File: config.mk
export PLATFORM = sky130hd
export DESIGN_NAME = sacf_ctrl
export DESIGN_NICKNAME = d
export VERILOG_FILES = /design/src/hw/rtl/sacf_pkg.sv /design/src/hw/rtl/sacf_ctrl.sv
export SDC_FILE = /design/constraint.sdc
export NUM_CORES = 1
export LEC_CHECK = 0
export BUFFER_PORTS_ARGS = -buffer_cell sky130_fd_sc_hd__buf_2
export CAP_MARGIN = 5
export CORE_AREA = 5 5 42 44
export DETAILED_ROUTE_END_ITERATION = 10
export DIE_AREA = 0 0 47 49
export MAX_ROUTING_LAYER = met4
export SLEW_MARGIN = 10
export SYNTH_ARGS = -nofsm -noshare
export SYNTH_HDL_FRONTEND = slang
export SYNTH_SLANG_ARGS = --single-unit
File: constraint.sdc
create_clock -name clk -period 2.4 [get_ports clk]
set_clock_uncertainty 0.2 [all_clocks]
set_input_delay 0.36 -clock clk [delete_from_list [all_inputs] [get_ports clk]]
set_output_delay 0.36 -clock clk [all_outputs]
set_load 0.05 [all_outputs]
File: src/hw/rtl/sacf_pkg.sv
`default_nettype none
package sacf_pkg;

	localparam int ADDR_W = 12;
	localparam logic [7:0] MEM_INIT = 8'h26;

	localparam logic [1:0] REQ_READ  = 2'd0;
	localparam logic [1:0] REQ_WRITE = 2'd1;
	localparam logic [1:0] REQ_FLUSH = 2'd2;
	localparam logic [1:0] REQ_NONE  = 2'd3;

	typedef struct packed {
		logic [1:0]        req_type;
		logic [ADDR_W-1:0] address;
		logic [7:0]        write_data;
	} req_t;

	typedef struct packed {
		logic [7:0]  read_data;
		logic        was_hit;
		logic [1:0]  way_used;
		logic [31:0] access_count;
		logic [31:0] miss_count;
	} rsp_t;

	typedef enum logic [2:0] {
		ST_CLEAR,
		ST_IDLE,
		ST_LOOKUP,
		ST_FILL,
		ST_DRAIN,
		ST_ACCESS,
		ST_RESP
	} state_t;

	typedef struct packed {
		logic load;
		logic clear_wr;
		logic flush;
		logic lookup;
		logic fill_rd;
		logic access;
		logic respond;
	} cmd_t;

	typedef struct packed {
		logic is_flush;
		logic is_access;
		logic hit;
		logic clear_last;
		logic fill_last;
	} status_t;

endpackage
`default_nettype wire

File: src/hw/rtl/sacf_ctrl.sv
`default_nettype none
module sacf_ctrl (
	input  wire logic              clk,
	input  wire logic              arst_n,
	input  wire logic              start,
	input  wire sacf_pkg::status_t status,
	output sacf_pkg::cmd_t         cmd,
	output logic                   busy
);

	sacf_pkg::state_t state_q, state_d;

	always_ff @(posedge clk or negedge arst_n) begin
		if (!arst_n) begin
			state_q <= sacf_pkg::ST_CLEAR;
		end else begin
			state_q <= state_d;
		end
	end

	always_comb begin
		state_d = state_q;
		unique case (state_q)
			sacf_pkg::ST_CLEAR: begin
				if (status.clear_last) state_d = sacf_pkg::ST_IDLE;
			end
			sacf_pkg::ST_IDLE: begin
				if (start) state_d = sacf_pkg::ST_LOOKUP;
			end
			sacf_pkg::ST_LOOKUP: begin
				if (!status.is_access) state_d = sacf_pkg::ST_RESP;
				else if (status.hit) state_d = sacf_pkg::ST_ACCESS;
				else state_d = sacf_pkg::ST_FILL;
			end
			sacf_pkg::ST_FILL: begin
				if (status.fill_last) state_d = sacf_pkg::ST_DRAIN;
			end
			sacf_pkg::ST_DRAIN:  state_d = sacf_pkg::ST_ACCESS;
			sacf_pkg::ST_ACCESS: state_d = sacf_pkg::ST_RESP;
			sacf_pkg::ST_RESP:   state_d = sacf_pkg::ST_IDLE;
			default:             state_d = sacf_pkg::ST_IDLE;
		endcase
	end

	always_comb begin
		cmd = '0;
		busy = 1'b1;
		unique case (state_q)
			sacf_pkg::ST_CLEAR: cmd.clear_wr = 1'b1;
			sacf_pkg::ST_IDLE: begin
				busy = 1'b0;
				cmd.load = start;
			end
			sacf_pkg::ST_LOOKUP: begin
				cmd.flush  = status.is_flush;
				cmd.lookup = status.is_access;
			end
			sacf_pkg::ST_FILL:   cmd.fill_rd = 1'b1;
			sacf_pkg::ST_DRAIN:  cmd = '0;
			sacf_pkg::ST_ACCESS: cmd.access = 1'b1;
			sacf_pkg::ST_RESP:   cmd.respond = 1'b1;
			default:             cmd = '0;
		endcase
	end

endmodule
`default_nettype wire

# Word level (Yosys, flattened, before mapping)
# Cells that the tools add are included.
[totals]
ff_bits = 3
input_bits = 8
out_inout_bits = 8
wordCells = 25
[classes]
n_eq_ne = 9
mux = 13
reduce_logical = 2
[op_table]
columns = ["cell", "n"]
rows = [
  ["case mux 3 bit (6 select lines)", 1],
  ["2-to-1 mux 3 bit", 5],
  ["equality test 3 bit (second input constant)", 3],
  ["equality test 3 x 2 -> 1 bit (second input constant)", 2],
  ["2-to-1 mux 1 bit", 6],
  ["!= test 2 bit (second input constant)", 3],
  ["equality test 3 x 1 -> 1 bit (second input constant)", 1],
  ["zero test 3 bit", 1],
  ["AND reduction 3 bit", 1],
  ["2-to-1 mux 2 bit", 1],
]

# Longest topological paths before layout
# Gate-level depths: netlist (run 1).
[depth]
word_depth = 3
ltp_mapped = 6
mapped_depth_nobuf = 5

# Worst setup path after synthesis (run 1)
# Ideal clock, no wire load.
[synth_path]
path_kind = "flip-flop to output port"
startpoint = "reg state_q[1]"
endpoint = "out cmd[6] (netlist bit)"
arrival_ns = 1.675
required_ns = 1.840
setup_slack_ns = 0.165
path_stages_with_launch = 4
path_cell_list = "dfrtp_1 -> buf_4 -> or3_4 -> nor2_1"
[synth_rtl]
columns = ["element", "line_no", "rtl"]
rows = [
  ["start: declaration", "sacf_ctrl.sv:11", "sacf_pkg::state_t state_q, state_d;"],
  ["start signal: assignment", "sacf_ctrl.sv:15", "state_q <= sacf_pkg::ST_CLEAR;"],
  ["start signal: assignment", "sacf_ctrl.sv:17", "state_q <= state_d;"],
  ["end: declaration", "sacf_ctrl.sv:7", "output sacf_pkg::cmd_t cmd,"],
]

==> key figures, run 1 <==
STA
  • Worst Hold Slack: 0.213 ns
  • Max-slew headroom: 0.745
  • Fin. Hold Viols: 0
  • Count of final setup violators: 0
  • Max Fclk: 0.471 GHz
  • Max-slew violations: 0
  • Worst slew pin tran: 0.383 ns
  • Tcrit/Tclk final: 0.884
  • Final worst path period need: 2.12 ns
  • RSZ-0062 raised after global routing: false
  • Setup TNS Final: 0 ns

Floorplan
  • Die area: 2300 um2
  • Chip height: 49 um
  • # IOs: 16
  • Placeable Area: 1400 um2
  • Die Wd: 47 um
  • # rows: 14
  • Starting density of the core: 0.218

Logic synthesis
  • Post-synth EDFFs: 0
  • Biggest area consumer among synthesized cells: dfrtp_1
  • Async SR Flop Fraction: 1.00
  • Netlist Area Pre-Place: 305 um2
  • Yosys top cell area share: 0.246
  • Synth warn: 0
  • #FFs+latches synth: 3
  • Leading cell types by count after synthesis: 3 x dfrtp_1, 3 x inv_1, 3 x nor2_1
  • Mapped Nets: 45
  • Synth unique cells: 23
  • Ys flop type: dfrtp_1
  • Cells after Synth: 36
  • Syn Area/Cell: 8.48 um2
  • Post-synthesis sequential area ratio: 0.246
  • Area contributors post-synth: dfrtp_1 25%, o31ai_4 7.0%, and3_2 4.9%, buf_4 4.9%, nor3b_1 4.9%

Worst setup path
  • Crit Path Class: register to output pin
  • Arrival @ worst endpoint: 1.56 ns
  • Worst endpoint required time: 1.84 ns
  • Worst setup EP type: output pin
  • Crit path max fanout: 10
  • Nature of the critical path startpoint: register

Global route
  • Vias in the first global route: 294
  • Grt ovf: 0
  • Global-route wire length before repair: 1150 um
  • Initial antenna violation count: 0
  • Global-route usage over all layers: 0.0694
  • Largest net degree at the start of global routing: 13

Clocking
  • Num CTS Buffers: 3
  • H-tree depth: 1
  • Post-CTS Setup Inserts: 0
  • Clock root buffer master: clkbuf_4
  • Clock Latency Late Sink: 0.23 ns
  • Clk sinks: 3
  • Reg clk slew, reported paths: 0.04 ns
  • Buffer levels on the longest clock path: 2
  • CTS tree: built

Placed design
  • Port buffer count: 15
  • Placer's final routability congestion estimate: 0.653
  • Placed cells: 65
  • Post-DP HPWL: 593 um

Routing
  • Routed length per instance: 10.7 um
  • Final ANT Viol Nets: 0
  • Drt pass-1 iters: 2
  • Routed via count: 323
  • Final routed DRC violation total: 0
  • Starting DRT DRC Count: 5
  • Final WL: 750 um
  • Vias per cell: 4.61

Pwr
  • Peak supply drop: 0.000302 V
  • Power Density: 1700 nW/um2
  • Static Leak: 0.213 nW

Finish
  • Biggest register: state_q
  • Non-Filler Instances: 70
  • Area grow syn2layout: 38.1%
  • Layout cells sized above 1: 0.463
  • Final nets: 64
  • Biggest regs: state_q (3)
  • Fin util: 0.301
  • Largest register FFs: 3
  • Fillers: 166
  • Diode count: 0

Flow run
  • Max-Cap Viols: 0

Worst hold path
  • Hold crit path type: primary input to register

Outcome
  • Outcome: complete, no violations
==> cell families (layout without fill, tap and decap cells) <==
logic type / Yosys count / in the layout / share of synthesized area
buffers and inverters: 6 / 24 / 0.0983
muxes: 1 / 1 / 0.0369
adders and majority gates: 1 / 1 / 0.0410
and+or+nand+nor: 16 / 16 / 0.320
AOI/OAI and AO/OA: 9 / 9 / 0.258
DFF: 3 / 3 / 0.246
==> what timing repair did <==
item | CTS | global route
endpoints found under the hold margin | 3 | 0
resized for setup | 0 | 0
hold buffers | 1 | 0
==> placed cells by master (no fill, tap or decap) <==
cell type      netlist  final
a211oi_2             1      1
a21oi_1              2      2
a22o_1               1      1
a22oi_1              1      1
and2_1               2      2
and3_2               2      2
buf_2                0     15
clkbuf_1             0      1
clkbuf_4             0      3
dfrtp_1              3      3
dlygate4sd3_1        0      1
ha_1                 1      1
inv_1                3      3
inv_2                1      1
mux2_2               1      1
nand2_1              1      1
nand3_1              1      1
nand3b_1             1      1
nor2_1               3      3
nor2b_1              1      1
nor3_1               2      2
nor3b_1              2      2
o21ai_0              2      2
o221ai_1             1      1
o31ai_4              1      1
or3_4                1      1
==> area by class of cell <==
cell class                      instances  area, um2  share of cell area
Clock buffer                            4       26.3              0.0623
Inverter                                4       15.0              0.0356
Sequential cell                         3       75.1               0.178
Tap cell                               16       20.0              0.0475
Timing Repair Buffer                   16       85.1               0.202
Multi-Input combinational cell         27        200               0.475
==> worst paths after layout <==
path,cells after the start,to,startpoint,slack [ns]
max,3,cmd[3],state_q[1],0.28
min,2,state_q[0],start,0.21
max reg2reg,5,state_q[0],state_q[1],0.41
min reg2reg,2,state_q[0],state_q[0],0.61
max in group asynchronous,2,state_q[1],arst_n,1.64
min in group asynchronous,2,state_q[0],arst_n,0.25
==> critical path, cell delays in order, from the launching register on <==
cell	delay, ns
dfrtp_1	0.53
nor3b_1	0.35
and2_1	0.19
buf_2	0.26
==> layer usage <==
metal	part of all wire	global-route usage	wire [um]	vias up
li1	-	-	-	166
met5	0	-	0	-
met4	0	0.0553	0	0
met2	0.50	0.0973	374	13
met3	0.075	0.0111	56	0
met1	0.43	0.0837	319	144
==> power by group <==
part / leakage [nW] / internal (mW) / switching, mW / total, mW
clock: 0.0150 / 0.0622 / 0.0247 / 0.0870
combinational: 0.160 / 0.170 / 0.319 / 0.490
sequential: 0.0382 / 0.0757 / 0.0658 / 0.142
==> metrics by stage <==
step	setup slack, ns	total power, mW	area, um2
CTS	0.246	0.728	422
global placement	0.421	0.631	385
finish	0.278	0.718	422
global route	0.145	0.771	422
floorplan	0.165	0.553	305
detailed placement	0.398	0.637	385
Note: power is estimated with default switching activity, not from simulation.
==> run 2, diff against run 1 <==
Settings changed: ABC_AREA from default to 1, SLEW_MARGIN 10 to 20.
==> run 2 against run 1 <==
Against the previous run:
- cell count rose by 20%
- largest power group unchanged
- utilization rose by 0.80 points
- synthesized cell count rose by 36%
- clock power barely moved
- via count rose by 7.7%
- critical path depth rose by 1
- clock-buffer cell count did not move
- critical endpoint is now cmd[6]
- power fell by 11%
- maximum frequency rose by 14%
- largest cell class unchanged
- setup slack improved by 0.25 ns
- wire length fell by 5.1%
==> key figures, run 2 <==
Finish
  • Most frequent cells in the layout: 15 x buf_2, 11 x nand2_1, 6 x nor2_1, 6 x inv_1, 4 x nor3_1
  • Largest register FFs: 3 (unchanged)
  • Fin util: 0.309 (+0.00804)
  • Layout cells sized above 1: 0.412 (-0.0512)
  • Area grow syn2layout: 38.4%
  • Fillers: 165 (-0.60%)
  • Biggest regs: state_q (3)
  • Commonest non-fill, non-tap cell in the layout: buf_2
  • FF+latch area: 75.1 um2 (unchanged)
  • Biggest register: state_q
  • Diode count: 0 (unchanged)
  • Final nets: 78 (+22%)
  • Multi-input logic area: 193 um2 (-3.7%)

Routing
  • Drt pass-1 iters: 4 (+2)
  • Routed via count: 348 (+7.7%)
  • Final WL: 712 um (-5.1%)
  • Vias per cell: 4.14 (-10%)
  • Starting DRT DRC Count: 5 (unchanged)
  • Final ANT Viol Nets: 0 (unchanged)
  • Final routed DRC violation total: 0 (unchanged)
  • Routed length per instance: 8.48 um (-21%)

Worst setup path
  • Nature of the critical path startpoint: register
  • Crit path max fanout: 8 (-2)
  • Arrival @ worst endpoint: 1.31 ns (-0.25 ns)
  • Worst setup EP type: output pin
  • R2r setup slk: 1.01 ns (+0.60 ns)
  • Worst endpoint required time: 1.84 ns (about the same)
  • Crit Path Class: register to output pin
  • R2R Path End: state_q[0]
  • Reg2Reg Depth: 6 (+1)
  • Reg2Reg Launch Point: state_q[1]

STA
  • Worst slew pin tran: 0.263 ns (-0.119 ns)
  • Tcrit/Tclk final: 0.778 (-0.106)
  • RSZ-0062 raised after global routing: false
  • Max-slew violations: 0 (unchanged)
  • Max-slew headroom: 0.825 (+0.0795)
  • Max Fclk: 0.536 GHz (+14%)
  • Count of final setup violators: 0 (unchanged)
  • Setup ws final: 0.533 ns (+0.255 ns)
  • Final worst path period need: 1.87 ns (-0.255 ns)
  • Setup TNS Final: 0 ns (unchanged)
  • Worst Hold Slack: 0.252 ns (+0.0384 ns)
  • Fin. Hold Viols: 0 (unchanged)

Placed design
  • Port buffer count: 15 (unchanged)
  • Post-DP HPWL: 611 um (+3.1%)
  • Placer's final routability congestion estimate: 0.734 (+12%)
  • Worst slack, placed: 0.766 ns (+0.368 ns)

Clocking
  • Num CTS Buffers: 3 (unchanged)
  • Clock root buffer master: clkbuf_4
  • Reg clk slew, reported paths: 0.04 ns (about the same)
  • Post-CTS Setup Inserts: 0 (unchanged)
  • Cts hold-fix bufs: 1 (unchanged)
  • Clk sinks: 3 (unchanged)
  • CTS tree: built
  • Clock Latency Late Sink: 0.23 ns (about the same)
  • Post-CTS Resized: 0 (unchanged)
  • H-tree depth: 1 (unchanged)
  • Buffer levels on the longest clock path: 2 (unchanged)

Pwr
  • Logic pwr share: 0.688 (+0.006)
  • Power consumption: 642 uW (-11%)
  • Clock power frac: 0.136 (+0.015)
  • Power Density: 1480 nW/um2 (-13%)
  • Sw Ratio: 0.603 (+0.0320)
  • Int Pwr: 255 uW (-17%)
  • Sequential power share: 0.176 (-0.021)
  • Sw power: 387 uW (-5.5%)
  • Peak supply drop: 0.000433 V (+43%)
  • Static Leak: 0.268 nW (+26%)

Floorplan
  • # rows: 14 (unchanged)
  • Placeable Area: 1400 um2 (unchanged)
  • Die Wd: 47 um (unchanged)
  • Die area: 2300 um2 (unchanged)
  • # IOs: 16 (unchanged)
  • Chip height: 49 um (unchanged)
  • Starting density of the core: 0.223 (+0.00536)

Logic synthesis
  • Syn Area/Cell: 6.38 um2 (-25%)
  • Area contributors post-synth: dfrtp_1 24%, nand2_1 13%, inv_1 7.2%, nor2_1 7.2%, nor3_1 6.4%
  • Ys flop type: dfrtp_1
  • Biggest area consumer among synthesized cells: dfrtp_1
  • Synth unique cells: 17 (-26%)
  • Async SR Flop Fraction: 1.00 (unchanged)
  • Yosys top cell area share: 0.240 (-0.00590)
  • Most common cell in the netlist: nand2_1
  • Netlist Area Pre-Place: 313 um2 (+2.5%)
  • Post-synth EDFFs: 0 (unchanged)
  • Synth warn: 0 (unchanged)
  • Post-synthesis sequential area ratio: 0.240 (-0.00590)
  • Cells after Synth: 49 (+36%)
  • Mapped Nets: 58 (+29%)
  • Leading cell types by count after synthesis: 11 x nand2_1, 6 x inv_1, 6 x nor2_1, 4 x nor3_1
  • #FFs+latches synth: 3 (unchanged)

Global route
  • Largest net degree at the start of global routing: 9 (-4)
  • Initial antenna violation count: 0 (unchanged)
  • Global-route usage over all layers: 0.0679 (-0.00145)
  • Vias in the first global route: 293 (-0.34%)
  • Global-route wire length before repair: 1130 um (-1.8%)
  • Grt ovf: 0 (unchanged)

Flow run
  • Max-Cap Viols: 0 (unchanged)

Outcome
  • Outcome: complete, no violations

Worst hold path
  • Hold crit path type: primary input to asynchronous set/reset pin
[run 2: metal layers]
layer,up-vias,track usage,share of wire
met5,-,-,0
li1,193,-,-
met3,0,0.0111,0.088
met1,145,0.0947,0.46
met2,10,0.0882,0.45
met4,0,0.0415,0
[run 2: how the worst max path moves through the flow]
stage	startpoint	end	slack, ns
5_1_grt	state_q[0]	cmd[3]	0.40
4_1_cts	state_q[2]	cmd[6]	0.51
6_report	state_q[2]	cmd[6]	0.53
3_5_place_dp	state_q[2]	cmd[6]	0.77
2_1_floorplan	state_q[2]	cmd[6]	0.24
3_3_place_gp	state_q[2]	cmd[6]	0.77
[run 2: cells by family after synthesis]
kind of cell / share of synthesized area
AOI/OAI and AO/OA: 0.0680
adders and majority gates: 0.0400
buffers and inverters: 0.144
DFF: 0.240
and+or+nand+nor: 0.508
[run 2: worst max-delay path: stages, from the launching register on]
cell and delay, ns:
dfrtp_1 0.46, inv_2 0.12, nand3_2 0.13, nor2_1 0.10, buf_2 0.26
[run 2: cell type report]
type                            instances  area share
Clock buffer                            4      0.0607
Sequential cell                         3       0.173
Tap cell                               16      0.0462
Inverter                                9      0.0780
Multi-Input combinational cell         36       0.445
Timing Repair Buffer                   16       0.197
[run 2: metrics by stage]
step / instances / instance area (um2)
after floorplan: 49 / 313
after global placement: 79 / 397
after detailed placement: 79 / 397
after CTS: 84 / 433
after global routing: 84 / 433
final: 84 / 433
[run 2: power groups by stage]
stage          Sequential [mW]  Clock [mW]  Combinational [mW]
6_report                 0.113      0.0872               0.442
5_1_grt                  0.120      0.0916               0.487
4_1_cts                  0.114      0.0896               0.448
3_5_place_dp             0.114           0               0.445
3_3_place_gp             0.114           0               0.444
2_1_floorplan           0.0934           0               0.393
==> run 3, diff against run 2 <==
Clock period 2.4 ns to 1.5 ns, I/O delays scaled along.
==> run 3 against run 2 <==
Against the previous run:
- the flow now finishes with violations (negative setup slack)
- register-to-register slack got worse by 1.0 ns
- sequential share of layout area is 5.8 points lower
- combinational power rose to 2.8 times the previous value
- die area stayed put
- global-route usage is 1.9 points higher
==> key figures, run 3 (synthesis gave the netlist of run 2 again) <==
Routing
  • Drt pass-1 iters: 2 (-2)
  • Vias per cell: 4.29 (+3.5%)
  • Final routed DRC violation total: 0 (unchanged)
  • Starting DRT DRC Count: 1 (-4)
  • Final WL: 918 um (+29%)
  • Routed via count: 416 (+20%)
  • Routed length per instance: 9.46 um (+12%)
  • Final ANT Viol Nets: 0 (unchanged)

Finish
  • Biggest regs: state_q (3)
  • Most frequent cells in the layout: 10 x buf_4, 9 x nand2_1, 8 x buf_6, 7 x buf_2, 6 x inv_1
  • Area grow syn2layout: 116%
  • Largest register FFs: 3 (unchanged)
  • Diode count: 0 (unchanged)
  • Layout cells sized above 1: 0.642 (+0.230)
  • Final nets: 91 (+17%)
  • Commonest non-fill, non-tap cell in the layout: buf_4
  • Fin util: 0.481 (+0.172)
  • Biggest register: state_q
  • Non-Filler Instances: 97 (+15%)

Worst setup path
  • Arrival @ worst endpoint: 1.19 ns (-0.12 ns)
  • Reg2Reg Launch Point: state_q[2]
  • R2R Path End: state_q[0]
  • Worst setup EP type: output pin
  • R2r setup slk: -0.02 ns (-1.03 ns)
  • Crit Path Class: register to output pin
  • Worst endpoint required time: 1.07 ns (-0.77 ns)
  • Reg2Reg Depth: 6 (unchanged)
  • Crit path max fanout: 5 (-3)
  • Nature of the critical path startpoint: register

STA
  • Max-slew violations: 0 (unchanged)
  • Count of final setup violators: 9 (+9)
  • Tcrit/Tclk final: 1.08
  • Setup ws final: -0.115 ns (-0.649 ns)
  • Worst slew pin tran: 0.208 ns (-0.0556 ns)
  • Final worst path period need: 1.62 ns
  • Max-slew headroom: 0.861 (+0.0360)
  • Fin. Hold Viols: 0 (unchanged)
  • Max Fclk: 0.619 GHz
  • RSZ-0062 raised after global routing: true

Floorplan
  • Die area: 2300 um2 (unchanged)
  • Placeable Area: 1400 um2 (unchanged)
  • Die Wd: 47 um (unchanged)
  • # rows: 14 (unchanged)
  • Chip height: 49 um (unchanged)
  • Starting density of the core: 0.223 (unchanged)
  • # IOs: 16 (unchanged)

Global route
  • Grt ovf: 0 (unchanged)
  • Largest net degree at the start of global routing: 9 (unchanged)
  • Global-route usage over all layers: 0.0867 (+0.0188)
  • Vias in the first global route: 363 (+24%)
  • Initial antenna violation count: 0 (unchanged)
  • Global-route wire length before repair: 1420 um (+26%)

Clocking
  • Clock root buffer master: clkbuf_4
  • CTS tree: built
  • Buffer levels on the longest clock path: 2 (unchanged)
  • Clk sinks: 3 (unchanged)
  • H-tree depth: 1 (unchanged)
  • Num CTS Buffers: 3 (unchanged)
  • Clock Latency Late Sink: 0.23 ns (about the same)
  • Reg clk slew, reported paths: 0.04 ns (about the same)

Pwr
  • Static Leak: 0.358 nW (+34%)
  • Int Pwr: 754 uW (+200%)
  • Logic pwr share: 0.790 (+0.102)
  • Power consumption: 1.56 mW (+140%)
  • Clock power frac: 0.090 (-0.046)
  • Power Density: 2310 nW/um2 (+56%)
  • Sw Ratio: 0.517 (-0.0862)
  • Sequential power share: 0.120 (-0.056)
  • Peak supply drop: 0.00100 V (+130%)
  • Sw power: 806 uW (+110%)

Placed design
  • Port buffer count: 15 (unchanged)
  • Post-DP HPWL: 664 um (+8.7%)
  • Placed cells: 82 (+3.8%)
  • Placer's final routability congestion estimate: 0.770 (+5.0%)

Outcome
  • Outcome: finished, violations left
  • Failing checks: negative setup slack

Flow run
  • Max-Cap Viols: 0 (unchanged)

Worst hold path
  • Hold crit path type: primary input to asynchronous set/reset pin
run 3: power groups by stage:
stage / logic [mW] / clock network [mW] / registers, mW
finish: 1.23 / 0.140 / 0.187
global route: 1.33 / 0.149 / 0.192
CTS: 0.987 / 0.144 / 0.200
detailed placement: 0.828 / 0 / 0.186
global placement: 0.820 / 0 / 0.182
floorplan: 0.690 / 0 / 0.154
run 3: cell type report:
class	instances	area, um2
fill	142	727
multi-input combinational	36	256
timing repair buffer	29	255
sequential	3	77.6
inverter	9	38.8
clock buffer	4	26.3
tap	16	20.0
run 3: worst max-delay path by stage:
stage                    start          to  slack, ns
global route        state_q[0]      cmd[3]      -0.17
finish              state_q[0]      cmd[3]      -0.12
floorplan           state_q[0]  state_q[0]      -0.13
global placement    state_q[2]  state_q[0]     -0.003
CTS                 state_q[2]      cmd[3]      -0.09
detailed placement  state_q[0]      cmd[3]      -0.03
run 3: through the flow:
step / instance area, um2 / setup TNS [ns] / setup slack, ns / hold WS, ns
after floorplan: 343 / -0.509 / -0.134 / -0.271
after global placement: 449 / -0.00346 / -0.00346 / -0.177
after detailed placement: 449 / -0.0581 / -0.0341 / -0.178
after CTS: 571 / -0.570 / -0.0883 / 0.111
after global routing: 674 / -1.00 / -0.173 / 0.127
final: 674 / -0.510 / -0.115 / 0.116
run 3: per-layer routing:
layer | vias up | global-route usage | wire (um)
li1 | 217 | - | -
met1 | 188 | 0.106 | 358
met2 | 11 | 0.122 | 502
met3 | 0 | 0.0221 | 57
met4 | 0 | 0.0553 | 0
met5 | - | - | 0
run 3: critical path, cell delays in order, from the launching register on:
cell	delay [ns]
dfrtp_2	0.45
nor3_2	0.20
nand2_1	0.09
inv_1	0.07
buf_6	0.15
run 3: repair_timing:
item | CTS | global route
hold buffers | 1 | 0
setup buffers | 3 | 7
endpoints found under the setup margin | 9 | 11
pin swaps | 3 | 5
gates cloned | 0 | 0
endpoints found under the hold margin | 3 | 0
resized for setup | 21 | 15
